==> src/hw/rtl/isdt_pkg.sv <==
// Shared types and constants for the ingress slot doorbell table.
package isdt_pkg;

  localparam int SLOT_COUNT = 16;
  localparam int SLOT_IW    = (SLOT_COUNT > 1) ? $clog2(SLOT_COUNT) : 1;

  localparam int LINK_W = 16;
  localparam int GEN_W  = 64;
  localparam int TAG_W  = 32;
  localparam int MASK_W = 16;
  localparam int IN_DATA_W  = 184;
  localparam int OUT_DATA_W = 248;

  typedef enum logic [1:0] {
    REQ_ATTACH  = 2'd0,
    REQ_DETACH  = 2'd1,
    REQ_PUBLISH = 2'd2,
    REQ_CLEAR   = 2'd3
  } req_t;

  typedef enum logic [2:0] {
    STS_OK        = 3'd0,
    STS_BAD_SLOT  = 3'd1,
    STS_BUSY      = 3'd2,
    STS_EXHAUSTED = 3'd3,
    STS_MISMATCH  = 3'd4
  } status_t;

  typedef enum logic {
    CS_IDLE = 1'b0,
    CS_EXEC = 1'b1
  } ctrl_state_t;

  typedef struct packed {
    logic capture;
    logic commit;
  } ctrl_cmd_t;

  typedef struct packed {
    logic              bound;
    logic [LINK_W-1:0] link;
    logic [GEN_W-1:0]  bind_gen;
    logic [GEN_W-1:0]  deliv_gen;
    logic [TAG_W-1:0]  bound_tag;
    logic [TAG_W-1:0]  pub_tag;
  } slot_entry_t;

endpackage

==> src/hw/rtl/isdt_ctrl.sv <==
// Request sequencer and output handshake control for the slot doorbell table.
module isdt_ctrl (
  input  logic                clk,
  input  logic                rst,
  input  logic                s_tvalid,
  output logic                s_tready,
  output logic                m_tvalid,
  input  logic                m_tready,
  output isdt_pkg::ctrl_cmd_t cmd
);
  import isdt_pkg::*;

  ctrl_state_t state, state_next;
  logic        out_full, out_full_next;

  always_ff @(posedge clk) begin
    if (rst) begin
      state    <= CS_IDLE;
      out_full <= 1'b0;
    end else begin
      state    <= state_next;
      out_full <= out_full_next;
    end
  end

  always_comb begin
    state_next = state;
    case (state)
      CS_IDLE: begin
        if (s_tvalid) state_next = CS_EXEC;
      end
      CS_EXEC: begin
        if (!out_full || m_tready) state_next = CS_IDLE;
      end
      default: state_next = CS_IDLE;
    endcase
  end

  always_comb begin
    cmd.capture = 1'b0;
    cmd.commit  = 1'b0;
    s_tready    = 1'b0;
    case (state)
      CS_IDLE: begin
        s_tready    = 1'b1;
        cmd.capture = s_tvalid;
      end
      CS_EXEC: begin
        cmd.commit = !out_full || m_tready;
      end
      default: ;
    endcase
    if (cmd.commit) out_full_next = 1'b1;
    else if (m_tready) out_full_next = 1'b0;
    else out_full_next = out_full;
  end

  assign m_tvalid = out_full;

  a_capture_exec: assert property (@(posedge clk) disable iff (rst)
    cmd.capture |=> state == CS_EXEC)
    else $error("captured request did not enter execute");

  a_commit_valid: assert property (@(posedge clk) disable iff (rst)
    cmd.commit |=> m_tvalid)
    else $error("committed result not presented");

  a_stall_hold: assert property (@(posedge clk) disable iff (rst)
    (state == CS_EXEC && out_full && !m_tready) |=> state == CS_EXEC)
    else $error("request left execute while result was stalled");

  a_no_accept_exec: assert property (@(posedge clk) disable iff (rst)
    state == CS_EXEC |-> !s_tready && !cmd.capture)
    else $error("transfer accepted during execute");

endmodule

==> src/hw/rtl/isdt_dp.sv <==
// Slot table, pending mask, sequence counter and result register.
module isdt_dp (
  input  logic                               clk,
  input  logic                               rst,
  input  isdt_pkg::ctrl_cmd_t                cmd,
  input  logic                               cfg_we,
  input  logic                               cfg_wdata,
  input  logic [1:0]                         req_in,
  input  logic [7:0]                         slot_in,
  input  logic [isdt_pkg::LINK_W-1:0]        link_in,
  input  logic [isdt_pkg::GEN_W-1:0]         bgen_in,
  input  logic [isdt_pkg::GEN_W-1:0]         dgen_in,
  input  logic [isdt_pkg::TAG_W-1:0]         tag_in,
  output logic [2:0]                         status_out,
  output logic [isdt_pkg::GEN_W-1:0]         bgen_out,
  output logic                               act_out,
  output logic [isdt_pkg::MASK_W-1:0]        mask_out,
  output logic [isdt_pkg::GEN_W-1:0]         seq_out,
  output logic [isdt_pkg::GEN_W-1:0]         sgen_out,
  output logic [isdt_pkg::TAG_W-1:0]         stag_out
);
  import isdt_pkg::*;

  localparam logic [8:0] SLOT_LIMIT = 9'(SLOT_COUNT);

  logic                  admission_closed;
  slot_entry_t           table_q [SLOT_COUNT];
  logic [SLOT_COUNT-1:0] entry_valid;
  logic [SLOT_COUNT-1:0] pending_mask;
  logic [GEN_W-1:0]      pending_seq;

  req_t              req_q;
  logic [7:0]        slot_q;
  logic [LINK_W-1:0] link_q;
  logic [GEN_W-1:0]  bgen_q;
  logic [GEN_W-1:0]  dgen_q;
  logic [TAG_W-1:0]  tag_q;

  logic                   bad;
  logic [SLOT_IW-1:0]     idx;
  slot_entry_t            cur, nxt;
  logic                   owner;
  status_t                status;
  logic [GEN_W-1:0]       gen_inc;
  logic [GEN_W-1:0]       gen_res;
  logic                   act;
  logic [SLOT_COUNT-1:0]  mask_next;
  logic [GEN_W-1:0]       seq_next;
  logic [SLOT_COUNT+MASK_W-1:0] mask_ext;

  always_ff @(posedge clk) begin
    if (rst) begin
      admission_closed <= 1'b0;
    end else if (cfg_we) begin
      admission_closed <= cfg_wdata;
    end
  end

  always_ff @(posedge clk) begin
    if (cmd.capture) begin
      req_q  <= req_t'(req_in);
      slot_q <= slot_in;
      link_q <= link_in;
      bgen_q <= bgen_in;
      dgen_q <= dgen_in;
      tag_q  <= tag_in;
    end
  end

  assign bad     = {1'b0, slot_q} >= SLOT_LIMIT;
  assign idx     = slot_q[SLOT_IW-1:0];
  assign cur     = entry_valid[idx] ? table_q[idx] : '0;
  assign owner   = cur.bound && (cur.link == link_q) && (cur.bind_gen == bgen_q);
  assign gen_inc = cur.bind_gen + GEN_W'(1);

  always_comb begin
    nxt       = cur;
    status    = STS_OK;
    gen_res   = '0;
    act       = 1'b0;
    mask_next = pending_mask;
    seq_next  = pending_seq;
    if (bad) begin
      status = STS_BAD_SLOT;
    end else begin
      case (req_q)
        REQ_ATTACH: begin
          if (admission_closed || cur.bound) begin
            status = STS_BUSY;
          end else if (&cur.bind_gen) begin
            status = STS_EXHAUSTED;
          end else begin
            nxt.bind_gen  = gen_inc;
            nxt.bound     = 1'b1;
            nxt.link      = link_q;
            nxt.deliv_gen = '0;
            nxt.bound_tag = tag_q;
            gen_res       = gen_inc;
          end
        end
        REQ_DETACH: begin
          if (!owner) begin
            status = STS_MISMATCH;
          end else begin
            nxt.bound     = 1'b0;
            nxt.link      = '0;
            nxt.deliv_gen = '0;
            nxt.bound_tag = '0;
            nxt.pub_tag   = '0;
            mask_next[idx] = 1'b0;
          end
        end
        REQ_PUBLISH: begin
          if (!owner || cur.bound_tag != tag_q) begin
            status = STS_MISMATCH;
          end else begin
            nxt.deliv_gen = dgen_q;
            nxt.pub_tag   = tag_q;
            if (!pending_mask[idx] && !(&pending_seq)) seq_next = pending_seq + GEN_W'(1);
            mask_next[idx] = 1'b1;
            act = 1'b1;
          end
        end
        REQ_CLEAR: begin
          if (!owner || cur.deliv_gen > dgen_q) begin
            status = STS_MISMATCH;
          end else begin
            nxt.deliv_gen  = '0;
            mask_next[idx] = 1'b0;
          end
        end
        default: status = STS_MISMATCH;
      endcase
    end
  end

  assign mask_ext = {{MASK_W{1'b0}}, mask_next};

  always_ff @(posedge clk) begin
    if (rst) begin
      entry_valid  <= '0;
      pending_mask <= '0;
      pending_seq  <= '0;
    end else if (cmd.commit) begin
      pending_mask <= mask_next;
      pending_seq  <= seq_next;
      if (!bad) entry_valid[idx] <= 1'b1;
    end
  end

  always_ff @(posedge clk) begin
    if (cmd.commit && !bad) begin
      table_q[idx] <= nxt;
    end
  end

  always_ff @(posedge clk) begin
    if (cmd.commit) begin
      status_out <= status;
      bgen_out   <= gen_res;
      act_out    <= act;
      mask_out   <= mask_ext[MASK_W-1:0];
      seq_out    <= seq_next;
      sgen_out   <= bad ? '0 : nxt.deliv_gen;
      stag_out   <= bad ? '0 : nxt.pub_tag;
    end
  end

  a_seq_mono: assert property (@(posedge clk) disable iff (rst)
    cmd.commit |=> pending_seq >= $past(pending_seq))
    else $error("pending sequence went backward");

  a_bad_nochange: assert property (@(posedge clk) disable iff (rst)
    (cmd.commit && bad) |=> pending_mask == $past(pending_mask) && status_out == STS_BAD_SLOT)
    else $error("bad slot request changed the mask");

  a_act_ok: assert property (@(posedge clk) disable iff (rst)
    (cmd.commit && act) |=> status_out == STS_OK && mask_out == $past(mask_ext[MASK_W-1:0]))
    else $error("activate raised on a failed request");

endmodule

==> src/hw/rtl/ingress_slot_doorbell_table_top.sv <==
// Top level of the ingress slot doorbell table: stream ports and config register.
// m_tvalid rises once the execute state has committed the result of the accepted input
// transfer, which is captured on acceptance; the result register is loaded on commit.
// A new request is accepted only in the idle state, after the previous one has executed;
// execute waits while the previous result is still not taken.
// Reset (rst, synchronous): clears the sequencer, output valid, slot entries, pending
// mask, pending sequence and admission_closed.
module ingress_slot_doorbell_table_top (
  input  logic         clk,
  input  logic         rst,
  input  logic         cfg_we,
  input  logic         cfg_wdata,
  input  logic         s_tvalid,
  output logic         s_tready,
  // slot[7:0], link_id[23:8], binding_gen_in[87:24], delivery_gen_in[151:88],
  // tag_in[183:152]
  input  logic [183:0] s_tdata,
  // req_type[1:0]
  input  logic [1:0]   s_tuser,
  output logic         m_tvalid,
  input  logic         m_tready,
  // status[2:0], binding_gen_out[66:3], activate[67], mask_out[83:68],
  // sequence_out[147:84], slot_gen_out[211:148], slot_tag_out[243:212], zero[247:244]
  output logic [247:0] m_tdata
);
  import isdt_pkg::*;

  ctrl_cmd_t         cmd;
  logic [2:0]        status;
  logic [GEN_W-1:0]  bgen_out;
  logic              act;
  logic [MASK_W-1:0] mask_out;
  logic [GEN_W-1:0]  seq_out;
  logic [GEN_W-1:0]  sgen_out;
  logic [TAG_W-1:0]  stag_out;

  isdt_ctrl u_ctrl (
    .clk      (clk),
    .rst      (rst),
    .s_tvalid (s_tvalid),
    .s_tready (s_tready),
    .m_tvalid (m_tvalid),
    .m_tready (m_tready),
    .cmd      (cmd)
  );

  isdt_dp u_dp (
    .clk        (clk),
    .rst        (rst),
    .cmd        (cmd),
    .cfg_we     (cfg_we),
    .cfg_wdata  (cfg_wdata),
    .req_in     (s_tuser),
    .slot_in    (s_tdata[7:0]),
    .link_in    (s_tdata[23:8]),
    .bgen_in    (s_tdata[87:24]),
    .dgen_in    (s_tdata[151:88]),
    .tag_in     (s_tdata[183:152]),
    .status_out (status),
    .bgen_out   (bgen_out),
    .act_out    (act),
    .mask_out   (mask_out),
    .seq_out    (seq_out),
    .sgen_out   (sgen_out),
    .stag_out   (stag_out)
  );

  assign m_tdata = {4'b0, stag_out, sgen_out, seq_out, mask_out, act, bgen_out, status};

endmodule
==> config.mk <==
export PLATFORM = sky130hd
export DESIGN_NAME = ingress_slot_doorbell_table_top
export DESIGN_NICKNAME = d
export VERILOG_FILES = /design/src/hw/rtl/isdt_pkg.sv /design/src/hw/rtl/isdt_ctrl.sv /design/src/hw/rtl/isdt_dp.sv /design/src/hw/rtl/ingress_slot_doorbell_table_top.sv
export SDC_FILE = /design/constraint.sdc
export NUM_CORES = 2
export LEC_CHECK = 0
export ABC_CLOCK_PERIOD_IN_PS = 15500
export BUFFER_PORTS_ARGS = -buffer_cell sky130_fd_sc_hd__buf_2
export CAP_MARGIN = 20
export CORE_AREA = 3 3 563 565
export CTS_BUF_LIST = sky130_fd_sc_hd__clkbuf_16
export CTS_CLUSTER_SIZE = 8
export DETAILED_ROUTE_END_ITERATION = 6
export DIE_AREA = 0 0 566 568
export PLACE_DENSITY = 0.72
export SETUP_SLACK_MARGIN = 0.3
export SLEW_MARGIN = 10
export SYNTH_ARGS = -nofsm -noshare
export SYNTH_HDL_FRONTEND = slang
export SYNTH_SLANG_ARGS = --single-unit
==> constraint.sdc <==
create_clock -name clk -period 15.5 [get_ports clk]
set_input_delay 2.325 -clock clk [delete_from_list [all_inputs] [get_ports clk]]
set_output_delay 2.325 -clock clk [all_outputs]
set_load 0.005 [all_outputs]
# Word level (Yosys, flattened, before mapping)
# Memories as Yosys holds them, arrays and structs flattened. A register that Yosys moved wholly into a read port is not among the register bits.
# Cells that the tools add are included.
[totals]
regBits = 529
ramBits = 3344
input_bits = 192
output_inout_bits = 250
wordCells = 108
memories = 1
[memory_table]
columns = ["name", "depth", "width", "rd", "rd_ports_with_merged_regs", "wr", "line_no", "text"]
rows = [
  ["u_dp.table_q", 16, 209, 1, 1, 1, "isdt_dp.sv:27", "slot_entry_t table_q [SLOT_COUNT];"],
]
[classes]
n_addsub = 2
n_lt_le_gt_ge = 4
n_eq_ne = 6
mux = 47
n_bitwise = 8
reduce_logical = 21
[op_table]
columns = ["cell", "n"]
rows = [
  ["$mux W64", 7],
  ["$mux W209", 2],
  ["$mux W177", 2],
  ["$pmux W64 S4", 1],
  ["$add A64 B1 Y64 const B", 2],
  ["$mux W128", 1],
  ["$pmux W32 S2", 2],
  ["$reduce_and A64 Y1", 2],
  ["$eq A64 B64 Y1", 1],
  ["$gt A64 B64 Y1", 1],
  ["$mux W16", 4],
  ["$pmux W16 S3", 1],
  ["$pmux W17 S2", 1],
  ["$mux W32", 1],
  ["$ne A32 B32 Y1", 1],
  ["$or A16 B16 Y16", 2],
  ["$mux W17", 1],
  ["$and A16 B16 Y16", 1],
  ["$eq A16 B16 Y1", 1],
  ["$not A16 Y16", 1],
  ["$mux W1", 13],
  ["$mux W3", 4],
  ["$pmux W3 S4", 1],
  ["$bmux W1 S4", 2],
  ["other kinds (18)", 33],
]

# Longest topological paths before layout
[logic_depth]
ltp_word = 11
depth_mapped = 31
mapped_depth_nobuf = 18

# Modules after synthesis
# From an unflattened synthesis, not the netlist that was laid out.
[hier_totals]
hier_cells = 8303
area_unflattened_um2 = 157732.5
[by_module_without_submodules]
columns = ["module", "n_inst", "cells_each", "area_each_um2", "seq_area_each_um2"]
rows = [
  ["isdt_dp", 1, 8287, 157596.1, 115350.6],
  ["isdt_ctrl", 1, 10, 95.1, 40.0],
  ["ingress_slot_doorbell_table_top", 1, 6, 41.3, 0.0],
]

# Worst setup path before layout
# No wires, ideal clock.
[synth_timing]
path_type = "input-to-reg"
startpoint = "in m_tready"
endpoint = "mem u_dp.table_q[0][0] in the netlist's numbering (enable)"
setup_ns = 0.784
t_arrival_ns = 11.674
t_required_ns = 14.716
slack_ns = 3.041
path_stages = 6
path_buffers = 1
cell_sequence = "nand2b_1 > nand2_1 > inv_1 > nand2_1 > clkbuf_1 > nor2_1"
[synth_between]
elab_chain_len = 5
[synth_lines]
columns = ["item", "line_no", "text"]
rows = [
  ["start, declared", "ingress_slot_doorbell_table_top.sv:21", "input logic m_tready,"],
  ["$logic_or A1 B1 Y1", "isdt_ctrl.sv:49", "cmd.commit = !out_full || m_tready;"],
  ["$mux W1", "isdt_ctrl.sv:43", "case (state)"],
  ["$logic_and A1 B1 Y1", "isdt_dp.sv:152", "if (cmd.commit && !bad) begin"],
  ["$mux W1", "isdt_dp.sv:152", ""],
  ["$mux W1 (implied by the code)", "isdt_dp.sv:153", "table_q[idx] <= nxt;"],
  ["end, declared", "isdt_dp.sv:27", ""],
]
# No other way between the ends.

==> metrics.md <==
| Metric | Value |
|---|---|
| Initial core utilization | `49.9%` |
| Yosys top cell by area | `edfxtp_1` |
| Routed WL per cell | `33.0 um` |
| Seq/Total Area, Yosys | `74.1%` |
| DP Wirelength | `245000 um` |
| Antenna viol nets, final | `0` |
| Sink Count | `3877` |
| Core area | `312000 sq um` |
| Clk slew on worst S/H paths | `0.05 ns` |
| Vias | `87900` |
| Data arrival, critical path | `between 10 and 15 ns` |
| Hold Crit Class | `reg -> reg` |
| Setup TNS | `0 ns` |
| Post-Place Worst Slack | `5.32 ns` |
| Die W | `approximately 570 um` |
| Die area | `321000 sq um` |
| Async S/R FF share, synth | `0%` |
| I/O Buffers | `437` |
| CTS Hold Bufs | `0` |
| Worst skew pair latency | `1.03 ns` |
| Synth Flop Type | `edfxtp_1` |
| DRT iter0 DRCs | `13400` |
| CTS Buf Count | `558` |
| Area fraction of the dominant cell type after synthesis | `72.7%` |
| Slowest CP cell | `buf_4` |
| Ys Warns | `0` |
| Max Fanout on Critical Path | `55` |
| Cell variety after synth | `93` |
| Synth Register Bits | `3877` |
| Failing checks | `design-rule violations` |
| CTS resizes | `0` |
| Max incr delay on CP | `0.90 ns` |
| Number of global-route vias before repair | `roughly 90000` |
| Synthesis-to-finish area growth | `15.0%` |
| Syn_area_per_cell | `19.1 sq um` |
| Final Cycle Share | `65.1%` |
| Outcome | `complete, but fails checks` |
| Slew margin rel. | `15.8%` |
| Post-CTS setup buffers | `0` |
| Total Power | `23400 uW` |
| Final cell count without fillers | `13300` |
| Synth area leaders | `edfxtp_1 73%, mux4_2 13%, dfxtp_1 1.3%` |
| Clk buf depth | `4` |
| PD cells | `131 nW/um^2` |
| Fmax | `between 0.09 and 0.1 GHz` |
| CP endpoint kind | `register` |
| Via density | `6.61` |
| VDD IR max | `0.115 mV` |
| Critical path launch point type | `register` |
| Routability congestion estimate | `1.00` |
| Drt drc | `46` |
| Initial antenna violation count | `25` |
| Maximum number of pins on one net before global-route repair | `128` |
| Gr ovfl total | `0` |
| Placed Cells | `roughly 13000` |
| I/O Pins | `442` |
| Die extent in y | `568 um` |
| Finish-stage setup viols | `0` |
| Clk Tree Root Cell | `clkbuf_16` |
| GRT Overall Usage | `26.9%` |
| CP Class | `reg -> reg` |
| Commonest non-fill, non-tap cells in the layout | `3774 x edfxtp_1, 890 x mux4_2, 576 x clkbuf_16` |
| Final nets | `a little over 9000` |
| Cell mode on critical path | `buf_4` |
| Leakage | `0.0663 uW` |
| Post-synthesis cell count | `8169` |
| Crit path max-delay family | `compound AO/OA/AOI/OAI gates` |
| Minimum clock period | `approximately 10 ns` |
| Most common cell after layout, fill and taps aside | `edfxtp_1` |
| Num rows | `around 210` |
| Global-route wire length before repair | `629000 um` |
| Hold Startpoint | `u_dp.entry_valid[14]` |
| Worst-Margin Slew | `1.26 ns` |
| Skew final | `approximately 0.066 ns` |
| Critical-path cell list | `buf_4 > buf_4 > mux4_2 > mux4_2 > nand2_1 > inv_1 > ha_1 > a21o_1 > a21o_1 > a21oi_1 > o21ai_0 > o31ai_1 > a21oi_1 > or3_1 > o41ai_1 > o211ai_1 > a21oi_4 > buf_4 > o21ai_0 > buf_2` |
| H-tree lvl count | `6` |
| Max Transition Viols Final | `0` |
| R2r setup slk | `~5.4 ns` |
| Pre-antenna DRT Iters | `7` |
| Synth Cell Area | `156000 sq um` |
| Hold Fails Final Rpt | `0` |
| Total wire length | `438000 um` |
| WP buf/inv | `5` |
| Critical Path RT | `16.25 ns` |
| Post-synth EDFFs | `about 3800` |
| Unrepaired setup endpoints after global routing | `no` |
| Share of cells above drive strength 1 | `25.9%` |
| Crit path setup slack, layout | `between 5 and 6 ns` |
| Finished Core Util | `a little under three fifths` |
| Filler Cell Count | `22400` |
| CTS tree | `built` |
| Max cap viols | `0` |
[registers in the layout, summed over array words and instances (netlist names), 2 cells and up, named ones only]
signal	cells
u_dp.sgen_out	64
u_dp.table_q	3344
u_dp.bgen_q	64
u_dp.req_q	2
u_dp.pending_seq	64
u_dp.bgen_out	64
u_dp.slot_q	8
u_dp.stag_out	32
u_dp.dgen_q	64
u_dp.status_out	3
u_dp.seq_out	64
u_dp.mask_out	16
u_dp.pending_mask	16
u_dp.link_q	16
u_dp.entry_valid	16
u_dp.tag_q	32
[cells by family after synthesis]
group | Yosys count | share of synthesized area (%)
compound gates | 813 | 3.36
xor+xnor | 240 | 1.35
fa+ha+maj | 70 | 0.562
buf+inv | 601 | 1.81
flops | 3877 | 74.1
mux | 1108 | 14.3
other cells | 1 | 0.00241
simple gates | 1459 | 4.56
[cell type report]
type | instances | area [sq um] | area share (%)
multi-input combinational | 3694 | 37900 | 21.2
inverter | 170 | 653 | 0.365
tap | 4140 | 5180 | 2.89
clock buffer | 576 | 14400 | 8.05
antenna | 9 | 22.5 | 0.0126
timing repair buffer | 733 | 4710 | 2.63
sequential | 3877 | 115000 | 64.4
clock inverter | 94 | 856 | 0.478
[cells in the mapped netlist, types with 11 or more instances]
master	number
a21oi_1	109
buf_4	43
o21ai_0	273
and2_1	28
a31oi_1	12
mux2_2	34
or2_2	21
xnor2_1	138
nand3b_1	12
a311oi_1	13
or3_1	80
a22oi_1	66
nand2b_1	18
a211oi_1	20
nor4_1	30
nor2_1	285
nor4b_1	12
o41ai_1	13
nand4_1	59
buf_2	82
buf_6	26
mux2i_1	183
mux4_2	890
or4_1	32
and3_1	42
edfxtp_1	3774
buf_1	59
a22o_1	34
o211ai_1	18
xor2_1	102
dfxtp_1	103
o22ai_1	89
a21o_1	30
nand3_1	146
o2111ai_1	11
clkbuf_1	212
nand4b_1	13
and4_1	15
nand2_1	518
nor2b_1	35
inv_1	167
ha_1	70
nor3_1	81
o31ai_1	25
[per-stage QoR]
stage,instance area [sq um],hold WS (ns)
after global routing,179000,0.495
after floorplan,156000,0.435
final,179000,0.467
after detailed placement,164000,0.463
after global placement,163000,0.448
after CTS,179000,0.475
[tightest hold or removal path, delay by kind of cell, from the launching register on]
| kind | cells | cell delay (ns) |
|---|---|---|
| flip-flops | 1 | 0.32 |
| AND/OR/NAND/NOR | 2 | 0.12 |
[routing by layer]
layer	global-route usage (%)	up-vias	part of all wire, %
met5	0	-	0.028
met4	9.80	14	3.8
met3	8.03	1045	14
met2	40.7	6649	46
li1	-	34800	-
met1	37.3	45400	37
[where the power goes]
group / internal (uW) / switching (uW) / total, uW
logic: 403 / 655 / 1060
registers: 11500 / 100 / 11600
clock network: 6540 / 4240 / 10800
[worst paths after layout]
| kind | end | cells past startpoint |
|---|---|---|
| hold reg to reg | u_dp.entry_valid[14] | 2 |
| hold / removal | u_dp.entry_valid[14] | 2 |
| setup reg to reg | u_dp.table_q[13][84] | 20 |
| setup / recovery | u_dp.table_q[13][84] | 20 |
(Power assumes the default switching activity.)
